--- src/rtl/bmhq_ram.sv ---
// Generic single write port, single read port RAM with registered read data.
module bmhq_ram #(
   parameter int WIDTH = 8,
   parameter int DEPTH = 16
) (
   input  logic                     clock,
   input  logic                     wr_en,
   input  logic [$clog2(DEPTH)-1:0] wr_addr,
   input  logic [WIDTH-1:0]         wr_data,
   input  logic                     rd_en,
   input  logic [$clog2(DEPTH)-1:0] rd_addr,
   output logic [WIDTH-1:0]         rd_data
);

   logic [WIDTH-1:0] mem_ff [DEPTH];
   logic [WIDTH-1:0] rd_data_ff;

   // Write port
   always_ff @(posedge clock) begin
      if (wr_en) begin
         mem_ff[wr_addr] <= wr_data;
      end
   end

   // Registered read, held while not enabled
   always_ff @(posedge clock) begin
      if (rd_en) begin
         rd_data_ff <= mem_ff[rd_addr];
      end
   end

   assign rd_data = rd_data_ff;

endmodule

--- config.mk ---
export PLATFORM = sky130hd
export DESIGN_NAME = bmhq_ram
export DESIGN_NICKNAME = d
export VERILOG_FILES = /design/src/rtl/bmhq_ram.sv
export SDC_FILE = /design/constraint.sdc
export NUM_CORES = 1
export LEC_CHECK = 0
export BUFFER_PORTS_ARGS = -buffer_cell sky130_fd_sc_hd__buf_2
export CAP_MARGIN = 0
export CORE_ASPECT_RATIO = 1.75
export CORE_MARGIN = 3
export CORE_UTILIZATION = 60
export CTS_CLUSTER_DIAMETER = 80
export DETAILED_ROUTE_END_ITERATION = 12
export MAX_ROUTING_LAYER = met4
export PLACE_DENSITY_LB_ADDON = 0.12
export SKIP_CTS_REPAIR_TIMING = 1
export SYNTH_ARGS = -nofsm -noshare
export SYNTH_HDL_FRONTEND = slang
export SYNTH_SLANG_ARGS = --single-unit
export TNS_END_PERCENT = 50
--- constraint.sdc ---
create_clock -name clock -period 3.25 [get_ports clock]
set_clock_uncertainty 0.1 [all_clocks]
set_input_delay 0.65 -clock clock [delete_from_list [all_inputs] [get_ports clock]]
set_output_delay 0.65 -clock clock [all_outputs]
set_load 0.005 [all_outputs]
==> metrics.cfg <==
[status]
status = finished clean

[global_route]
gr-total-overflow = 0
grt_pass1_vias = 2665
grt_busiest_layer = met2
grt_pass1_wl_um = 15810
use_met2_pct = 38.93
grtUsageTotal_pct = 23.57
grt_antenna_before_repair = 0
grt_util_met3_pct = 4.729
use_met1_pct = 28.68
grt_start_max_net_pins = 26

[die]
io_pins = 27
fp.dieW_um = 76.56
die_area_um2 = 9913
die-height_um = 129.5
start_util_pct = 62.47
num_rows = 44
core_area_um2 = 8368

[timing]
hold_viol_final = 0
period_needed_ns = 2.099
finalSetupViolCount = 0
tightest_slew_ns = 0.9037
maxClockFrequency_mhz = 476.5
drv_slew = 0
grt_setup_unrepaired = no
fin_setup_tns_ns = 0
min_period_over_period_pct = 64.57
slew_headroom_pct = 39.53

[synth]
syn_nets = 248
synth-seq-area-share_pct = 78.12
syn-cell-area_um2 = 5228
synth_top_area_cell = edfxtp_1
synthTopCellsByArea = edfxtp_1, mux4_2, mux4_1
synth_seq_cells = 136
ys_types = 18
yosysMostFrequentCell = edfxtp_1
yosys_warnings = 0
ys_async_sr_fraction_pct = 0
synth_top_area_share_pct = 78.12
synth_area_per_cell_um2 = 22.83
synth_common_cells = edfxtp_1, mux4_2, a22oi_1
syn_inst = 229
synth_ff_type = edfxtp_1
synth_edf_count = 136

[placement]
dp.cells = 374
port_buffers = 26
place.gp.congestion = 0.7669
dp_hpwl_um = 6379

[clocking]
clockBufferDepth = 2
numCtsBuffers = 17
cts_tree = done
worstSkewPairLatency_ns = 0.41
clockRootBuffer = clkbuf_16
cts_sinks = 136
clkTransAtPathRegs_ns = 0.05
htreeDepth = 4

[route]
route.detailed.wl_per_inst_um = 24.88
drc = 0
final_antenna_net_count = 0
vias = 2465
drt_first_pass_iters = 4
via_per_inst = 6.086
drt_iter0_drc = 223
drt_wl_total_um = 10080

[final_layout]
syn2layout_area_growth_pct = 16.04
fin_nets = 297
seq_area_um2 = 4084
layout-drive-gt1-share_pct = 29.66
fillCellCount = 514
final_cells = 405
multi_input_area_um2 = 1057
antenna_cells = 0

[setup_path]
crit_buf_inv = 2
slowest_stage = mux4_1
crit_chain = buf_2 -> buf_4 -> mux4_1 -> a22oi_1 -> nand2_1
critical_path.top_delay_family = buffers and inverters
startpoint_type = input port
critPathMaxStageDelay_ns = 0.61
worstPathArrival_ns = 2.16
end_kind = register
worstPathRequired_ns = 3.31
crit_type = in -> reg
cp_max_fo = 12

[power_and_ir_drop]
swShare_pct = 19.39
switchingPower_w = 0.0007608
p_clk_share_pct = 45.0
combPwrFrac_pct = 4.4
p_per_area_nw_per_um2 = 647.0
internal_power_w = 0.003164
power.share.sequential_pct = 50.7
power_leakage_nw = 2.049
vdd_ir_drop_max_uv = 489.9

[min_path]
hp-class = in -> reg

[run]
max_cap_viol_count = 0

## worst paths after layout
| path | start | to | slack [ns] | cells past startpoint |
|---|---|---|---|---|
| setup / recovery | rd_addr[0] | rd_data[1] | 1.15 | 5 |
| hold reg to reg | mem_ff[8][2] | rd_data[2] | 0.65 | 3 |
| setup reg to reg | mem_ff[2][0] | rd_data[0] | 1.63 | 3 |
| hold / removal | rd_en | rd_data[7] | 0.51 | 1 |
## kinds of logic after synthesis
logic type	synth area share [%]
compound gates	2.298
flops	78.12
simple gates	3.136
mux	14.79
buf+inv	1.651
## power groups by stage
stage,Sequential (W),Combinational [W],Clock (W)
4_1_cts,0.00199,0.000175,0.00177
5_1_grt,0.00199,0.000189,0.00185
2_1_floorplan,0.00202,0.0000997,0
3_3_place_gp,0.00202,0.000170,0
6_report,0.00199,0.000172,0.00176
3_5_place_dp,0.00202,0.000174,0
## layer usage
metal,routed length [um],part of all wire (%)
met1,3941,39
met2,5425,54
met4,179,1.8
met3,529,5.3
met5,0,0
## flip-flops by register name, summed over array words and instances, names as in the netlist
signal,count
mem_ff,128
rd_data,8
## per-stage QoR
step / hold WS (ns) / power (W) / worst slack (ns) / instance area, um^2 / utilization (%)
5_1_grt: 0.5068 / 0.004033 / 1.054 / 6066 / 72.49
4_1_cts: 0.5025 / 0.003938 / 1.135 / 6066 / 72.49
3_5_place_dp: 0.6429 / 0.002197 / 0.7196 / 5520 / 65.97
2_1_floorplan: 0.6048 / 0.002121 / 1.007 / 5228 / -
6_report: 0.5092 / 0.003925 / 1.151 / 6066 / 72.49
3_3_place_gp: 0.6347 / 0.002191 / 0.7219 / 5520 / 65.97
## cells in the final DEF (no fill, tap or decap)
cell type,instances
edfxtp_1,136
clkinv_2,6
and2_1,1
buf_4,14
mux4_1,14
nor3_1,4
and2b_1,1
buf_2,26
nor2_1,13
clkinvlp_4,2
nand2_1,9
nand3b_1,2
a22oi_1,16
clkbuf_1,4
nor2b_1,1
clkbuf_16,17
bufinv_16,2
nand3_1,1
nand2b_1,2
mux4_2,18
or3b_2,1
## area by class of cell
| type | count | area share (%) |
|---|---|---|
| tap | 115 | 2.372 |
| timing repair buffer | 40 | 3.878 |
| clock buffer | 21 | 7.261 |
| sequential | 136 | 67.33 |
| clock inverter | 10 | 1.733 |
| multi-input combinational | 83 | 17.43 |
Power figures use the tool's default switching activity.
